**src/rtl/core/mcas_pkg.sv**
```systemverilog
// ----------------------------------------------------------------------------
// mcas_pkg
// Shared types, codes and constants of the memory-card access sequencer.
// ----------------------------------------------------------------------------
package mcas_pkg;

    // Number of card devices that carry a pending bit of their own.
    localparam int NUM_DEVICES = 8;

    localparam int MODE_W      = 3;
    localparam int DEV_W       = 3;
    localparam int EVENT_W     = 3;
    localparam int RESULT_W    = 4;
    localparam int ACTION_W    = 4;
    localparam int MASK_W      = 8;
    localparam int RETRY_W     = 5;
    localparam int LOAD_LIM_W  = 4;
    localparam int CFG_INDEX_W = 2;
    localparam int CFG_DATA_W  = 5;

    localparam logic OP_REQUEST = 1'b0;
    localparam logic OP_TICK    = 1'b1;

    localparam logic [MODE_W-1:0] MODE_INIT   = 3'd0;
    localparam logic [MODE_W-1:0] MODE_DIR    = 3'd1;
    localparam logic [MODE_W-1:0] MODE_READ   = 3'd2;
    localparam logic [MODE_W-1:0] MODE_WRITE  = 3'd3;
    localparam logic [MODE_W-1:0] MODE_CREATE = 3'd4;

    localparam logic [EVENT_W-1:0] EV_NONE = 3'd0;
    localparam logic [EVENT_W-1:0] EV_IOE  = 3'd1;
    localparam logic [EVENT_W-1:0] EV_ERR  = 3'd2;
    localparam logic [EVENT_W-1:0] EV_TMO  = 3'd3;
    localparam logic [EVENT_W-1:0] EV_NEW  = 3'd4;

    localparam logic [ACTION_W-1:0] ACT_NONE     = 4'd0;
    localparam logic [ACTION_W-1:0] ACT_INFO     = 4'd1;
    localparam logic [ACTION_W-1:0] ACT_CLEAR    = 4'd2;
    localparam logic [ACTION_W-1:0] ACT_LOAD     = 4'd3;
    localparam logic [ACTION_W-1:0] ACT_DIR      = 4'd4;
    localparam logic [ACTION_W-1:0] ACT_CREATE   = 4'd5;
    localparam logic [ACTION_W-1:0] ACT_OPEN     = 4'd6;
    localparam logic [ACTION_W-1:0] ACT_SEEK     = 4'd7;
    localparam logic [ACTION_W-1:0] ACT_TRANSFER = 4'd8;

    localparam logic [RESULT_W-1:0] RES_ABSENT      = 4'd0;
    localparam logic [RESULT_W-1:0] RES_BUSY        = 4'd1;
    localparam logic [RESULT_W-1:0] RES_NEW_CARD    = 4'd2;
    localparam logic [RESULT_W-1:0] RES_READY       = 4'd3;
    localparam logic [RESULT_W-1:0] RES_UNFORMATTED = 4'd4;
    localparam logic [RESULT_W-1:0] RES_DIR_NEW     = 4'd5;
    localparam logic [RESULT_W-1:0] RES_DIR_OK      = 4'd6;
    localparam logic [RESULT_W-1:0] RES_CREATE_FAIL = 4'd7;
    localparam logic [RESULT_W-1:0] RES_OPEN_FAIL   = 4'd8;
    localparam logic [RESULT_W-1:0] RES_SEEK_FAIL   = 4'd9;
    localparam logic [RESULT_W-1:0] RES_IO_FAIL     = 4'd10;
    localparam logic [RESULT_W-1:0] RES_DONE        = 4'd11;

    localparam logic [CFG_INDEX_W-1:0] CFG_FILE_RETRY = 2'd0;
    localparam logic [CFG_INDEX_W-1:0] CFG_LOAD_RETRY = 2'd1;

    localparam logic [RETRY_W-1:0]    FILE_RETRY_RESET = 5'd15;
    localparam logic [LOAD_LIM_W-1:0] LOAD_RETRY_RESET = 4'd3;
    localparam logic [RETRY_W-1:0]    RETRY_SAT        = 5'd31;
    localparam logic [MASK_W-1:0]     PENDING_RESET    = 8'hFF;
    localparam logic [MASK_W-1:0]     GROUP_LOW        = 8'h0F;
    localparam logic [MASK_W-1:0]     GROUP_HIGH       = 8'hF0;
    localparam logic [MASK_W-1:0]     DEV_MASK         = MASK_W'((1 << NUM_DEVICES) - 1);

    typedef enum logic [2:0] {
        PH_IDLE,
        PH_INIT,
        PH_CHECK,
        PH_LOAD,
        PH_DIR,
        PH_CREATE,
        PH_OPEN,
        PH_XFER
    } phase_t;

    typedef enum logic [1:0] {
        SUB_ENTRY,
        SUB_ISSUE,
        SUB_WAIT,
        SUB_DATA
    } sub_t;

    typedef struct packed {
        logic                op;
        logic [MODE_W-1:0]   req_mode;
        logic [DEV_W-1:0]    device;
        logic                call_ok;
        logic [EVENT_W-1:0]  card_event;
    } item_t;

    typedef struct packed {
        logic                accepted;
        logic [RESULT_W-1:0] result_code;
        logic                is_idle;
        logic [ACTION_W-1:0] action;
        logic                close_file;
        logic [MASK_W-1:0]   pending_mask;
    } result_t;

    typedef struct packed {
        phase_t              phase;
        sub_t                sub_step;
        logic [MODE_W-1:0]   access_mode;
        logic [DEV_W-1:0]    device_reg;
        logic [MASK_W-1:0]   pending_bits;
        logic [RETRY_W-1:0]  retry_count;
        logic                new_card_flag;
        logic [RESULT_W-1:0] last_result;
    } seq_state_t;

    typedef struct packed {
        logic [RETRY_W-1:0]    file_retry_limit;
        logic [LOAD_LIM_W-1:0] load_retry_limit;
    } cfg_t;

endpackage

```
**src/rtl/core/mcas_ifs.sv**
```systemverilog
// ----------------------------------------------------------------------------
// mcas_ifs
// Handshake channels of the sequencer: item, result and configuration write.
// ----------------------------------------------------------------------------
interface mcas_item_if;
    logic                           valid;
    logic                           ready;
    logic                           op;
    logic [mcas_pkg::MODE_W-1:0]    req_mode;
    logic [mcas_pkg::DEV_W-1:0]     device;
    logic                           call_ok;
    logic [mcas_pkg::EVENT_W-1:0]   card_event;

    modport source (output valid, op, req_mode, device, call_ok, card_event, input ready);
    modport sink   (input valid, op, req_mode, device, call_ok, card_event, output ready);
endinterface

interface mcas_result_if;
    logic                           valid;
    logic                           ready;
    logic                           accepted;
    logic [mcas_pkg::RESULT_W-1:0]  result_code;
    logic                           is_idle;
    logic [mcas_pkg::ACTION_W-1:0]  action;
    logic                           close_file;
    logic [mcas_pkg::MASK_W-1:0]    pending_mask;

    modport source (output valid, accepted, result_code, is_idle, action, close_file,
                    pending_mask, input ready);
    modport sink   (input valid, accepted, result_code, is_idle, action, close_file,
                    pending_mask, output ready);
endinterface

interface mcas_cfg_if;
    logic                              valid;
    logic                              ready;
    logic [mcas_pkg::CFG_INDEX_W-1:0]  index;
    logic [mcas_pkg::CFG_DATA_W-1:0]   data;

    modport source (output valid, index, data, input ready);
    modport sink   (input valid, index, data, output ready);
endinterface

```
**src/rtl/core/mcas_cfg_regs.sv**
```systemverilog
// ----------------------------------------------------------------------------
// mcas_cfg_regs
// Retry limit registers, written through the configuration channel.
// ----------------------------------------------------------------------------
module mcas_cfg_regs (
    input  logic          clk,
    input  logic          rst_n,
    mcas_cfg_if.sink      cfg,
    output mcas_pkg::cfg_t limits
);

    mcas_pkg::cfg_t limits_reg;
    mcas_pkg::cfg_t limits_next;
    logic           cfg_xfer;

    // Writes are always taken; an unknown index is dropped.
    assign cfg.ready = 1'b1;
    assign cfg_xfer  = cfg.valid & cfg.ready;

    always_comb
    begin
        limits_next = limits_reg;
        if (cfg_xfer)
        begin
            case (cfg.index)
                mcas_pkg::CFG_FILE_RETRY:
                    limits_next.file_retry_limit = cfg.data[mcas_pkg::RETRY_W-1:0];
                mcas_pkg::CFG_LOAD_RETRY:
                    limits_next.load_retry_limit = cfg.data[mcas_pkg::LOAD_LIM_W-1:0];
                default:
                    limits_next = limits_reg;
            endcase
        end
    end

    always_ff @(posedge clk or negedge rst_n)
    begin
        if (!rst_n)
        begin
            limits_reg.file_retry_limit <= mcas_pkg::FILE_RETRY_RESET;
            limits_reg.load_retry_limit <= mcas_pkg::LOAD_RETRY_RESET;
        end
        else
        begin
            limits_reg <= limits_next;
        end
    end

    assign limits = limits_reg;

endmodule

```
**src/rtl/core/mcas_step.sv**
```systemverilog
// ----------------------------------------------------------------------------
// mcas_step
// Phase state machine: next state and result item for one input item.
// ----------------------------------------------------------------------------
module mcas_step (
    input  mcas_pkg::seq_state_t state,
    input  mcas_pkg::item_t      item,
    input  mcas_pkg::cfg_t       limits,
    output mcas_pkg::seq_state_t state_next,
    output mcas_pkg::result_t    result
);

    logic                              tick_active;
    logic                              req_taken;
    logic                              entry;
    mcas_pkg::sub_t                    sub_eff;
    logic [mcas_pkg::RETRY_W-1:0]      retry_base;
    logic [mcas_pkg::RETRY_W-1:0]      retry_inc;
    logic                              file_give_up;
    logic                              load_retry_left;
    logic                              dev_in_range;
    logic [mcas_pkg::MASK_W-1:0]       dev_onehot;
    logic                              dev_pending;
    logic [mcas_pkg::MASK_W-1:0]       group_bits;
    logic                              xfer_mode_ok;
    logic                              ev_ioe;
    logic                              ev_err;
    logic                              ev_tmo;
    logic                              ev_new;
    logic [mcas_pkg::ACTION_W-1:0]     action;
    logic                              close_file;
    logic [mcas_pkg::RESULT_W-1:0]     res_code;

    assign tick_active = (item.op == mcas_pkg::OP_TICK) && (state.phase != mcas_pkg::PH_IDLE);
    assign req_taken   = (item.op == mcas_pkg::OP_REQUEST) && (state.phase == mcas_pkg::PH_IDLE);

    // The first tick of a phase (other than directory) restarts the retry
    // count and moves to the issue step before the phase logic runs.
    assign entry      = (state.sub_step == mcas_pkg::SUB_ENTRY) &&
                        (state.phase != mcas_pkg::PH_DIR);
    assign sub_eff    = entry ? mcas_pkg::SUB_ISSUE : state.sub_step;
    assign retry_base = entry ? '0 : state.retry_count;
    assign retry_inc  = retry_base + mcas_pkg::RETRY_W'(1);

    assign file_give_up    = (retry_base >= limits.file_retry_limit);
    assign load_retry_left = (retry_base < {1'b0, limits.load_retry_limit});

    assign dev_in_range = ({1'b0, state.device_reg} < (mcas_pkg::DEV_W + 1)'(mcas_pkg::NUM_DEVICES));
    assign dev_onehot   = dev_in_range ? (mcas_pkg::MASK_W'(1) << state.device_reg) : '0;
    assign dev_pending  = !dev_in_range || state.pending_bits[state.device_reg];
    assign group_bits   = (state.device_reg[mcas_pkg::DEV_W-1] ? mcas_pkg::GROUP_HIGH
                                                              : mcas_pkg::GROUP_LOW)
                          & mcas_pkg::DEV_MASK;
    assign xfer_mode_ok = state.access_mode inside {mcas_pkg::MODE_READ, mcas_pkg::MODE_WRITE,
                                                    mcas_pkg::MODE_CREATE};

    // Event codes above new card match none of these and count as no event.
    assign ev_ioe = (item.card_event == mcas_pkg::EV_IOE);
    assign ev_err = (item.card_event == mcas_pkg::EV_ERR);
    assign ev_tmo = (item.card_event == mcas_pkg::EV_TMO);
    assign ev_new = (item.card_event == mcas_pkg::EV_NEW);

    // Outputs of the tick: primitive issued, file close and result code.
    always_comb
    begin
        action     = mcas_pkg::ACT_NONE;
        close_file = 1'b0;
        res_code   = mcas_pkg::RES_BUSY;
        if (tick_active)
        begin
            case (state.phase)
                mcas_pkg::PH_INIT:
                begin
                    if (sub_eff == mcas_pkg::SUB_ISSUE)
                    begin
                        action = mcas_pkg::ACT_INFO;
                    end
                    else if (sub_eff == mcas_pkg::SUB_WAIT)
                    begin
                        if (ev_ioe && state.access_mode == mcas_pkg::MODE_INIT)
                            res_code = mcas_pkg::RES_READY;
                        else if (ev_new && state.access_mode == mcas_pkg::MODE_INIT)
                            res_code = mcas_pkg::RES_NEW_CARD;
                        else if (ev_tmo)
                            res_code = mcas_pkg::RES_ABSENT;
                    end
                end
                mcas_pkg::PH_CHECK:
                begin
                    if (sub_eff == mcas_pkg::SUB_ISSUE)
                        action = mcas_pkg::ACT_CLEAR;
                    else if (sub_eff == mcas_pkg::SUB_WAIT && ev_tmo)
                        res_code = mcas_pkg::RES_ABSENT;
                end
                mcas_pkg::PH_LOAD:
                begin
                    if (sub_eff == mcas_pkg::SUB_ISSUE)
                    begin
                        action = mcas_pkg::ACT_LOAD;
                    end
                    else if (sub_eff == mcas_pkg::SUB_WAIT)
                    begin
                        if (ev_new && !load_retry_left)
                            res_code = mcas_pkg::RES_UNFORMATTED;
                        else if (ev_tmo)
                            res_code = mcas_pkg::RES_ABSENT;
                    end
                end
                mcas_pkg::PH_DIR:
                begin
                    action   = mcas_pkg::ACT_DIR;
                    res_code = state.new_card_flag ? mcas_pkg::RES_DIR_NEW
                                                   : mcas_pkg::RES_DIR_OK;
                end
                mcas_pkg::PH_CREATE:
                begin
                    if (sub_eff == mcas_pkg::SUB_ISSUE)
                    begin
                        action = mcas_pkg::ACT_CREATE;
                        if (item.call_ok)
                            close_file = 1'b1;
                        else if (file_give_up)
                            res_code = mcas_pkg::RES_CREATE_FAIL;
                    end
                end
                mcas_pkg::PH_OPEN:
                begin
                    if (sub_eff == mcas_pkg::SUB_ISSUE)
                    begin
                        action = mcas_pkg::ACT_OPEN;
                        if (!item.call_ok && file_give_up)
                            res_code = mcas_pkg::RES_OPEN_FAIL;
                    end
                end
                mcas_pkg::PH_XFER:
                begin
                    case (sub_eff)
                        mcas_pkg::SUB_ISSUE:
                        begin
                            action = mcas_pkg::ACT_SEEK;
                            if (!item.call_ok && file_give_up)
                                res_code = mcas_pkg::RES_SEEK_FAIL;
                        end
                        mcas_pkg::SUB_WAIT:
                        begin
                            action = mcas_pkg::ACT_TRANSFER;
                            if (!(item.call_ok && xfer_mode_ok) && file_give_up)
                            begin
                                res_code   = mcas_pkg::RES_IO_FAIL;
                                close_file = 1'b1;
                            end
                        end
                        default:
                        begin
                            if (ev_ioe)
                            begin
                                res_code   = mcas_pkg::RES_DONE;
                                close_file = 1'b1;
                            end
                            else if (ev_tmo)
                            begin
                                res_code   = mcas_pkg::RES_ABSENT;
                                close_file = 1'b1;
                            end
                            else if (ev_new)
                            begin
                                res_code   = mcas_pkg::RES_IO_FAIL;
                                close_file = 1'b1;
                            end
                        end
                    endcase
                end
                default:
                begin
                    res_code = mcas_pkg::RES_BUSY;
                end
            endcase
        end
    end

    // Next state.
    always_comb
    begin
        state_next = state;
        if (req_taken)
        begin
            state_next.access_mode   = item.req_mode;
            state_next.device_reg    = item.device;
            state_next.new_card_flag = 1'b0;
            if (item.req_mode inside {mcas_pkg::MODE_INIT, mcas_pkg::MODE_DIR})
            begin
                state_next.phase    = mcas_pkg::PH_INIT;
                state_next.sub_step = mcas_pkg::SUB_ENTRY;
            end
            else if (item.req_mode inside {mcas_pkg::MODE_READ, mcas_pkg::MODE_WRITE})
            begin
                state_next.phase    = mcas_pkg::PH_OPEN;
                state_next.sub_step = mcas_pkg::SUB_ENTRY;
            end
            else if (item.req_mode == mcas_pkg::MODE_CREATE)
            begin
                state_next.phase    = mcas_pkg::PH_CREATE;
                state_next.sub_step = mcas_pkg::SUB_ENTRY;
            end
        end
        else if (tick_active)
        begin
            state_next.sub_step    = sub_eff;
            state_next.retry_count = retry_base;
            state_next.last_result = res_code;
            case (state.phase)
                mcas_pkg::PH_INIT:
                begin
                    if (sub_eff == mcas_pkg::SUB_ISSUE)
                    begin
                        if (item.call_ok)
                            state_next.sub_step = mcas_pkg::SUB_WAIT;
                        else if (retry_base != mcas_pkg::RETRY_SAT)
                            state_next.retry_count = retry_inc;
                    end
                    else if (sub_eff == mcas_pkg::SUB_WAIT)
                    begin
                        if (ev_ioe)
                        begin
                            state_next.sub_step = mcas_pkg::SUB_ENTRY;
                            if (state.access_mode == mcas_pkg::MODE_INIT)
                                state_next.phase = mcas_pkg::PH_IDLE;
                            else if (!dev_pending)
                                state_next.phase = mcas_pkg::PH_DIR;
                            else
                                state_next.phase = mcas_pkg::PH_CHECK;
                        end
                        else if (ev_new)
                        begin
                            state_next.new_card_flag = 1'b1;
                            state_next.sub_step      = mcas_pkg::SUB_ENTRY;
                            if (state.access_mode == mcas_pkg::MODE_INIT)
                                state_next.phase = mcas_pkg::PH_IDLE;
                            else
                                state_next.phase = mcas_pkg::PH_CHECK;
                        end
                        else if (ev_tmo)
                        begin
                            state_next.phase    = mcas_pkg::PH_IDLE;
                            state_next.sub_step = mcas_pkg::SUB_ENTRY;
                        end
                        else if (ev_err)
                        begin
                            state_next.sub_step = mcas_pkg::SUB_ISSUE;
                        end
                    end
                end
                mcas_pkg::PH_CHECK:
                begin
                    if (sub_eff == mcas_pkg::SUB_ISSUE)
                    begin
                        if (item.call_ok)
                            state_next.sub_step = mcas_pkg::SUB_WAIT;
                    end
                    else if (sub_eff == mcas_pkg::SUB_WAIT)
                    begin
                        if (ev_ioe)
                        begin
                            state_next.phase    = mcas_pkg::PH_LOAD;
                            state_next.sub_step = mcas_pkg::SUB_ENTRY;
                        end
                        else if (ev_tmo)
                        begin
                            state_next.phase    = mcas_pkg::PH_IDLE;
                            state_next.sub_step = mcas_pkg::SUB_ENTRY;
                        end
                        else if (ev_new || ev_err)
                        begin
                            state_next.sub_step = mcas_pkg::SUB_ISSUE;
                        end
                    end
                end
                mcas_pkg::PH_LOAD:
                begin
                    if (sub_eff == mcas_pkg::SUB_ISSUE)
                    begin
                        if (item.call_ok)
                        begin
                            state_next.sub_step     = mcas_pkg::SUB_WAIT;
                            state_next.pending_bits = state.pending_bits | group_bits;
                        end
                    end
                    else if (sub_eff == mcas_pkg::SUB_WAIT)
                    begin
                        if (ev_ioe)
                        begin
                            state_next.phase        = mcas_pkg::PH_DIR;
                            state_next.sub_step     = mcas_pkg::SUB_ENTRY;
                            state_next.pending_bits = state.pending_bits & ~dev_onehot;
                        end
                        else if (ev_new)
                        begin
                            state_next.pending_bits = state.pending_bits | dev_onehot;
                            if (load_retry_left)
                            begin
                                state_next.retry_count = retry_inc;
                                state_next.sub_step    = mcas_pkg::SUB_ISSUE;
                            end
                            else
                            begin
                                state_next.phase    = mcas_pkg::PH_IDLE;
                                state_next.sub_step = mcas_pkg::SUB_ENTRY;
                            end
                        end
                        else if (ev_tmo)
                        begin
                            state_next.phase    = mcas_pkg::PH_IDLE;
                            state_next.sub_step = mcas_pkg::SUB_ENTRY;
                        end
                        else if (ev_err)
                        begin
                            state_next.sub_step = mcas_pkg::SUB_ISSUE;
                        end
                    end
                end
                mcas_pkg::PH_DIR:
                begin
                    state_next.phase    = mcas_pkg::PH_IDLE;
                    state_next.sub_step = mcas_pkg::SUB_ENTRY;
                end
                mcas_pkg::PH_CREATE, mcas_pkg::PH_OPEN:
                begin
                    if (sub_eff == mcas_pkg::SUB_ISSUE)
                    begin
                        if (item.call_ok)
                        begin
                            state_next.phase    = (state.phase == mcas_pkg::PH_CREATE)
                                                  ? mcas_pkg::PH_OPEN : mcas_pkg::PH_XFER;
                            state_next.sub_step = mcas_pkg::SUB_ENTRY;
                        end
                        else if (!file_give_up)
                        begin
                            state_next.retry_count = retry_inc;
                        end
                        else
                        begin
                            state_next.phase    = mcas_pkg::PH_IDLE;
                            state_next.sub_step = mcas_pkg::SUB_ENTRY;
                        end
                    end
                end
                mcas_pkg::PH_XFER:
                begin
                    case (sub_eff)
                        mcas_pkg::SUB_ISSUE:
                        begin
                            if (item.call_ok)
                            begin
                                state_next.retry_count = '0;
                                state_next.sub_step    = mcas_pkg::SUB_WAIT;
                            end
                            else if (!file_give_up)
                            begin
                                state_next.retry_count = retry_inc;
                            end
                            else
                            begin
                                state_next.phase    = mcas_pkg::PH_IDLE;
                                state_next.sub_step = mcas_pkg::SUB_ENTRY;
                            end
                        end
                        mcas_pkg::SUB_WAIT:
                        begin
                            if (item.call_ok && xfer_mode_ok)
                            begin
                                state_next.sub_step = mcas_pkg::SUB_DATA;
                            end
                            else if (!file_give_up)
                            begin
                                state_next.retry_count = retry_inc;
                            end
                            else
                            begin
                                state_next.phase    = mcas_pkg::PH_IDLE;
                                state_next.sub_step = mcas_pkg::SUB_ENTRY;
                            end
                        end
                        default:
                        begin
                            if (ev_ioe || ev_tmo || ev_new)
                            begin
                                state_next.phase    = mcas_pkg::PH_IDLE;
                                state_next.sub_step = mcas_pkg::SUB_ENTRY;
                            end
                            else if (ev_err)
                            begin
                                state_next.sub_step = mcas_pkg::SUB_ISSUE;
                            end
                        end
                    endcase
                end
                default:
                begin
                    state_next.phase = state.phase;
                end
            endcase
        end
    end

    assign result.accepted     = req_taken;
    assign result.result_code  = tick_active ? res_code : state.last_result;
    assign result.is_idle      = (state_next.phase == mcas_pkg::PH_IDLE);
    assign result.action       = action;
    assign result.close_file   = close_file;
    assign result.pending_mask = state_next.pending_bits;

endmodule

```
**src/rtl/core/memory_card_access_sequencer_core.sv**
```systemverilog
// ----------------------------------------------------------------------------
// memory_card_access_sequencer_core
// Sequencer that walks a memory-card access through its phases, one item at a time.
// ----------------------------------------------------------------------------
// Usage:
// Items arrive on the item channel. A request (op = 0) is taken only while
// the sequencer is idle and latches the access mode and the card device; a
// tick (op = 1) reports the outcome of the primitive issued in the current
// phase together with any card event. Every item produces exactly one
// result transfer on the result channel: the accepted flag, the result
// code, the idle flag, the primitive issued, the file close flag and the
// per-device pending mask.
// Retry limits are written on the configuration channel, which is always
// ready; index 0 holds the file retry limit, index 1 the load retry limit.
// An item transferred on the item channel waits in the input register; the
// phase logic then computes the next state and the result, which are
// registered together in the result register. Throughput is one item per
// cycle while the receiver takes results, since the state updates per item.
// When the receiver stalls, the result register holds its transfer and the
// input register keeps one more item; the item channel drops ready only
// when both are full. Reset empties both stages, returns the sequencer to
// idle, sets every pending bit and restores the default retry limits.
// ----------------------------------------------------------------------------
module memory_card_access_sequencer_core (
    input  logic          clk,
    input  logic          rst_n,
    mcas_item_if.sink     item,
    mcas_result_if.source result,
    mcas_cfg_if.sink      cfg
);

    // Input stage.
    logic                 in_valid_reg;
    logic                 in_valid_next;
    mcas_pkg::item_t      in_item_reg;

    // Result stage.
    logic                 out_valid_reg;
    logic                 out_valid_next;
    mcas_pkg::result_t    out_item_reg;
    mcas_pkg::result_t    step_result;

    // Sequencer state.
    mcas_pkg::seq_state_t state_reg;
    mcas_pkg::seq_state_t state_next;
    mcas_pkg::cfg_t       limits;

    logic                 item_xfer;
    logic                 stage_fire;

    mcas_cfg_regs u_cfg_regs (
        .clk    (clk),
        .rst_n  (rst_n),
        .cfg    (cfg),
        .limits (limits)
    );

    mcas_step u_step (
        .state      (state_reg),
        .item       (in_item_reg),
        .limits     (limits),
        .state_next (state_next),
        .result     (step_result)
    );

    // The held item is processed when the result register is free or is
    // being emptied in this cycle.
    assign stage_fire = in_valid_reg && (!out_valid_reg || result.ready);
    assign item.ready = !in_valid_reg || stage_fire;
    assign item_xfer  = item.valid && item.ready;

    assign in_valid_next  = item_xfer || (in_valid_reg && !stage_fire);
    assign out_valid_next = stage_fire || (out_valid_reg && !result.ready);

    always_ff @(posedge clk or negedge rst_n)
    begin
        if (!rst_n)
        begin
            in_valid_reg            <= 1'b0;
            out_valid_reg           <= 1'b0;
            state_reg.phase         <= mcas_pkg::PH_IDLE;
            state_reg.sub_step      <= mcas_pkg::SUB_ENTRY;
            state_reg.access_mode   <= '0;
            state_reg.device_reg    <= '0;
            state_reg.pending_bits  <= mcas_pkg::PENDING_RESET;
            state_reg.retry_count   <= '0;
            state_reg.new_card_flag <= 1'b0;
            state_reg.last_result   <= '0;
        end
        else
        begin
            in_valid_reg  <= in_valid_next;
            out_valid_reg <= out_valid_next;
            if (stage_fire)
            begin
                state_reg <= state_next;
            end
        end
    end

    // Payload registers carry no reset.
    always_ff @(posedge clk)
    begin
        if (item_xfer)
        begin
            in_item_reg.op         <= item.op;
            in_item_reg.req_mode   <= item.req_mode;
            in_item_reg.device     <= item.device;
            in_item_reg.call_ok    <= item.call_ok;
            in_item_reg.card_event <= item.card_event;
        end
        if (stage_fire)
        begin
            out_item_reg <= step_result;
        end
    end

    assign result.valid        = out_valid_reg;
    assign result.accepted     = out_item_reg.accepted;
    assign result.result_code  = out_item_reg.result_code;
    assign result.is_idle      = out_item_reg.is_idle;
    assign result.action       = out_item_reg.action;
    assign result.close_file   = out_item_reg.close_file;
    assign result.pending_mask = out_item_reg.pending_mask;

endmodule

```
**src/flat_wrapper.sv**
```systemverilog
// flat-port wrapper written by rule: the top's interface ports become plain ports
module memory_card_access_sequencer_core_flat 
  (clk, rst_n, item_valid, item_op, item_req_mode, item_device, item_call_ok, item_card_event, item_ready, result_valid, result_accepted, result_result_code, result_is_idle, result_action, result_close_file, result_pending_mask, result_ready, cfg_valid, cfg_index, cfg_data, cfg_ready);
  mcas_item_if item_i ();
  mcas_result_if result_i ();
  mcas_cfg_if cfg_i ();
  input  logic clk;
  input  logic rst_n;
  input wire logic [$bits(item_i.valid)-1:0] item_valid;
  input wire logic [$bits(item_i.op)-1:0] item_op;
  input wire logic [$bits(item_i.req_mode)-1:0] item_req_mode;
  input wire logic [$bits(item_i.device)-1:0] item_device;
  input wire logic [$bits(item_i.call_ok)-1:0] item_call_ok;
  input wire logic [$bits(item_i.card_event)-1:0] item_card_event;
  output wire logic [$bits(item_i.ready)-1:0] item_ready;
  output wire logic [$bits(result_i.valid)-1:0] result_valid;
  output wire logic [$bits(result_i.accepted)-1:0] result_accepted;
  output wire logic [$bits(result_i.result_code)-1:0] result_result_code;
  output wire logic [$bits(result_i.is_idle)-1:0] result_is_idle;
  output wire logic [$bits(result_i.action)-1:0] result_action;
  output wire logic [$bits(result_i.close_file)-1:0] result_close_file;
  output wire logic [$bits(result_i.pending_mask)-1:0] result_pending_mask;
  input wire logic [$bits(result_i.ready)-1:0] result_ready;
  input wire logic [$bits(cfg_i.valid)-1:0] cfg_valid;
  input wire logic [$bits(cfg_i.index)-1:0] cfg_index;
  input wire logic [$bits(cfg_i.data)-1:0] cfg_data;
  output wire logic [$bits(cfg_i.ready)-1:0] cfg_ready;
  assign item_i.valid = item_valid;
  assign item_i.op = item_op;
  assign item_i.req_mode = item_req_mode;
  assign item_i.device = item_device;
  assign item_i.call_ok = item_call_ok;
  assign item_i.card_event = item_card_event;
  assign item_ready = item_i.ready;
  assign result_valid = result_i.valid;
  assign result_accepted = result_i.accepted;
  assign result_result_code = result_i.result_code;
  assign result_is_idle = result_i.is_idle;
  assign result_action = result_i.action;
  assign result_close_file = result_i.close_file;
  assign result_pending_mask = result_i.pending_mask;
  assign result_i.ready = result_ready;
  assign cfg_i.valid = cfg_valid;
  assign cfg_i.index = cfg_index;
  assign cfg_i.data = cfg_data;
  assign cfg_ready = cfg_i.ready;
  memory_card_access_sequencer_core u_core (.clk(clk), .rst_n(rst_n), .item(item_i), .result(result_i), .cfg(cfg_i));
endmodule
```
**config.mk**
```make
export PLATFORM = sky130hd
export DESIGN_NAME = memory_card_access_sequencer_core_flat
export DESIGN_NICKNAME = d
export VERILOG_FILES = /design/src/rtl/core/mcas_pkg.sv /design/src/rtl/core/mcas_ifs.sv /design/src/rtl/core/mcas_cfg_regs.sv /design/src/rtl/core/mcas_step.sv /design/src/rtl/core/memory_card_access_sequencer_core.sv /design/src/flat_wrapper.sv
export SDC_FILE = /design/constraint.sdc
export NUM_CORES = 1
export LEC_CHECK = 0
export BUFFER_PORTS_ARGS = -buffer_cell sky130_fd_sc_hd__buf_2
export CORE_ASPECT_RATIO = 0.5
export CORE_MARGIN = 2
export CORE_UTILIZATION = 40
export CTS_CLUSTER_DIAMETER = 60
export DETAILED_ROUTE_END_ITERATION = 7
export GPL_TIMING_DRIVEN = 0
export HOLD_SLACK_MARGIN = 0.06
export PLACE_DENSITY = 0.54
export SYNTH_ARGS = -nofsm -noshare
export SYNTH_HDL_FRONTEND = slang
export SYNTH_SLANG_ARGS = --single-unit
```
**constraint.sdc**
```tcl
create_clock -name clk -period 4.4 [get_ports clk]
set_input_delay 0.66 -clock clk [delete_from_list [all_inputs] [get_ports clk]]
set_output_delay 0.66 -clock clk [all_outputs]
set_load 0.02 [all_outputs]
```
==> impl_metrics.toml <==
[status]
status = "complete, no violations"

[setup_path]
critPathRequiredTime_ps = 4480
critPathKind = "flip-flop to flip-flop"
crit_arrival_ps = 3990
startpoint_type = "flip-flop"
endpoint_kind = "flip-flop"
r2r_slack_ps = 490
path_max_fanout = 10

[timing]
hold_viol_final = 0
post-route-period-util = 0.888
finalSetupViolations = 0
min_period_ps = 3910
tightestPinTransition_ps = 1130
max_freq_ghz = 0.256
rsz0062_at_grt = "no"
drv_slew = 0
setup_tns_ps = 0
relSlewSlack = 0.238
fin_skew_ps = 9.39

[floorplanning]
die_w_um = 158
initial_utilization = 0.405
fp.dieH_um = 81.0
dieArea_um2 = 12800
ios = 45
fp-row-count = 28
core_area_um2 = 11700

[logic_synthesis]
synth_edf_count = 30
synth_area_leaders = "edfxtp_1 (19%), dfrtp_1 (14%), dfstp_2 (7.8%), a21oi_1 (5.3%), mux2_2 (5.2%)"
ys_async_sr_fraction = 0.571
netlist_instances = 515
synth_nets = 548
yosysSeqAreaShare = 0.405
synth_top_cell_area_share = 0.190
synth_flop_cell = "edfxtp_1"
postSynthAreaPerCell_um2 = 9.20
synth_area_leader_cell = "edfxtp_1"
syn_area_um2 = 4740
ys_types = 81
yosysWarnings = 0
ys_seq_elements = 70

[drt]
num_vias = 4296
via_per_inst = 5.81
wire_per_inst_um = 19.3
drc = 0
antenna_left = 0
drtPass1Iterations = 5
drt_iter0_markers = 318
routed_wl_mm = 14.3

[cts]
postCtsSetupRepairBufs = 0
cts_buffers = 9
cts-root-buf = "clkbuf_16"
clk_pin_slew_ps = 60
cts_tree = "built"
cts_sinks = 70
ctsHoldBuffers = 0
clockBufferDepth = 2
htree_num_levels = 3
postCtsResizedCells = 0
insertion_delay_ps = 350

[layout]
syn_to_final_growth_pct = 15.8
drive_above_1_share = 0.237
finalNetCount = 602
largest_reg_flops = 29
antenna_cells = 0

[grt]
grt_pass1_wl_mm = 22.4
grt-ovfl-total = 0
groute.usage.overall = 0.235
first_global_vias = 3905
grt_max_degree = 41
antenna_found_initial = 0

[placement]
place_hpwl_mm = 10.4
gp_congestion = 0.938
io_buffers = 43

[worst_hold_path]
hold_class = "primary input to async pin"

[power]
clkPwrFrac = 0.246
pwr-share-comb = 0.456
power.density_nw_per_um2 = 601
irDropWorstVdd_mv = 0.232
power_mw = 3.30
p_switching_mw = 1.37
pwr-share-seq = 0.297
sw_frac_of_total = 0.417
p_leak_nw = 2.16
internal_power_mw = 1.92

[run]
cap_violations = 0
cell usage after synthesis (3+ instances only):
library cell	n
o211ai_1	5
a2bb2oi_1	3
o31ai_1	6
buf_2	7
o22ai_1	9
a31oi_1	10
buf_4	5
dfstp_2	14
a21oi_1	50
nor2_1	52
a221oi_1	3
o31a_1	4
and2_1	4
nor3b_1	3
edfxtp_1	30
dfrtp_1	26
a31o_2	4
inv_1	24
o21ai_1	3
nor4_1	5
mux2_2	22
a21o_1	3
a22oi_1	3
a211oi_1	6
and3_1	5
ha_1	10
nand2_1	39
a221o_1	3
nor3_1	13
nand3b_1	3
o21ai_0	36
nor2b_1	10
nand3_1	9
clkbuf_1	14
nand2b_1	15
path summary, 6_finish.rpt:
path / cells after the start / startpoint / endpoint
setup / recovery: 13 / u_core.state_reg[27] / u_core.result.result_code[1]
min in group clk: 1 / u_core.in_item_reg[4] / u_core.state_reg[18]
hold reg to reg: 1 / u_core.in_item_reg[4] / u_core.state_reg[18]
max in group asynchronous: 1 / rst_n / u_core.u_cfg_regs.limits[3]
setup reg to reg: 13 / u_core.state_reg[27] / u_core.result.result_code[1]
hold / removal: 1 / rst_n / u_core.result.valid
through the flow:
stage	area, um2	utilization	hold WS, ps	instances	setup slack (ps)
2_1_floorplan	4740	-	364	515	1240
3_3_place_gp	5160	0.441	461	723	570
3_5_place_dp	5160	0.441	465	723	547
4_1_cts	5490	0.469	478	739	545
5_1_grt	5490	0.469	481	739	208
6_report	5490	0.469	444	739	491
cell usage in the layout, fill, tap and decap left out, types with 4 or more instances in the layout:
master and n:
nor2_1 52, buf_2 51, a21oi_1 50, nand2_1 39, o21ai_0 36, edfxtp_1 30, dfrtp_1 26, inv_1 24
mux2_2 22, nand2b_1 15, clkbuf_1 14, dfstp_2 14, nor3_1 13, nor2b_1 10, a31oi_1 10, ha_1 10
nand3_1 9, o22ai_1 9, clkbuf_16 9, a211oi_1 6, o31ai_1 6, buf_4 5, nor4_1 5, and3_1 5
o211ai_1 5, and2_1 4, a31o_2 4, o31a_1 4
layout make-up:
cell class              instances  area (um2)
fillers                      1167        6210
multi-input cells             391        2580
flip-flops and latches         70        1920
clock buffers                   9         225
repair buffers                 43         215
well taps                     165         206
plain buffers                  29         146
clock inverters                 7         103
inverters                      25        93.8
routing by layer:
layer	wire length, um	GRT usage	vias up
met3	836	0.0470	22
met4	262	0.0676	0
met5	0	0	-
met1	7130	0.347	2114
li1	-	-	2028
met2	6040	0.346	132
logic make-up after synthesis:
logic type,synth area share
AO/OA/AOI/OAI,0.247
XOR/XNOR,0.00370
adder cells (fa/ha/maj),0.0288
buffers and inverters,0.0504
flip-flops,0.405
multiplexers,0.0681
other,0.000791
AND/OR/NAND/NOR,0.196
power by group through the flow:
stage / Clock [mW] / Sequential, mW / Combinational, mW
floorplan: 0 / 1.00 / 1.04
global placement: 0 / 0.990 / 1.47
detailed placement: 0 / 0.991 / 1.47
CTS: 0.829 / 0.980 / 1.48
global route: 0.855 / 1.00 / 1.63
finish: 0.813 / 0.979 / 1.51
worst max-delay path, cell delays in order, from the launching register on:
cell and delay [ps]:
dfrtp_1 360, buf_4 180, or3b_4 440, nand2_4 160, nand2_1 120, ha_1 300
nand2b_1 170, a211oi_1 250, o22ai_1 170, a31oi_2 410, buf_2 320, nor3_1 100
nor4_1 520, a21oi_1 140
(Power assumes the default switching activity.)
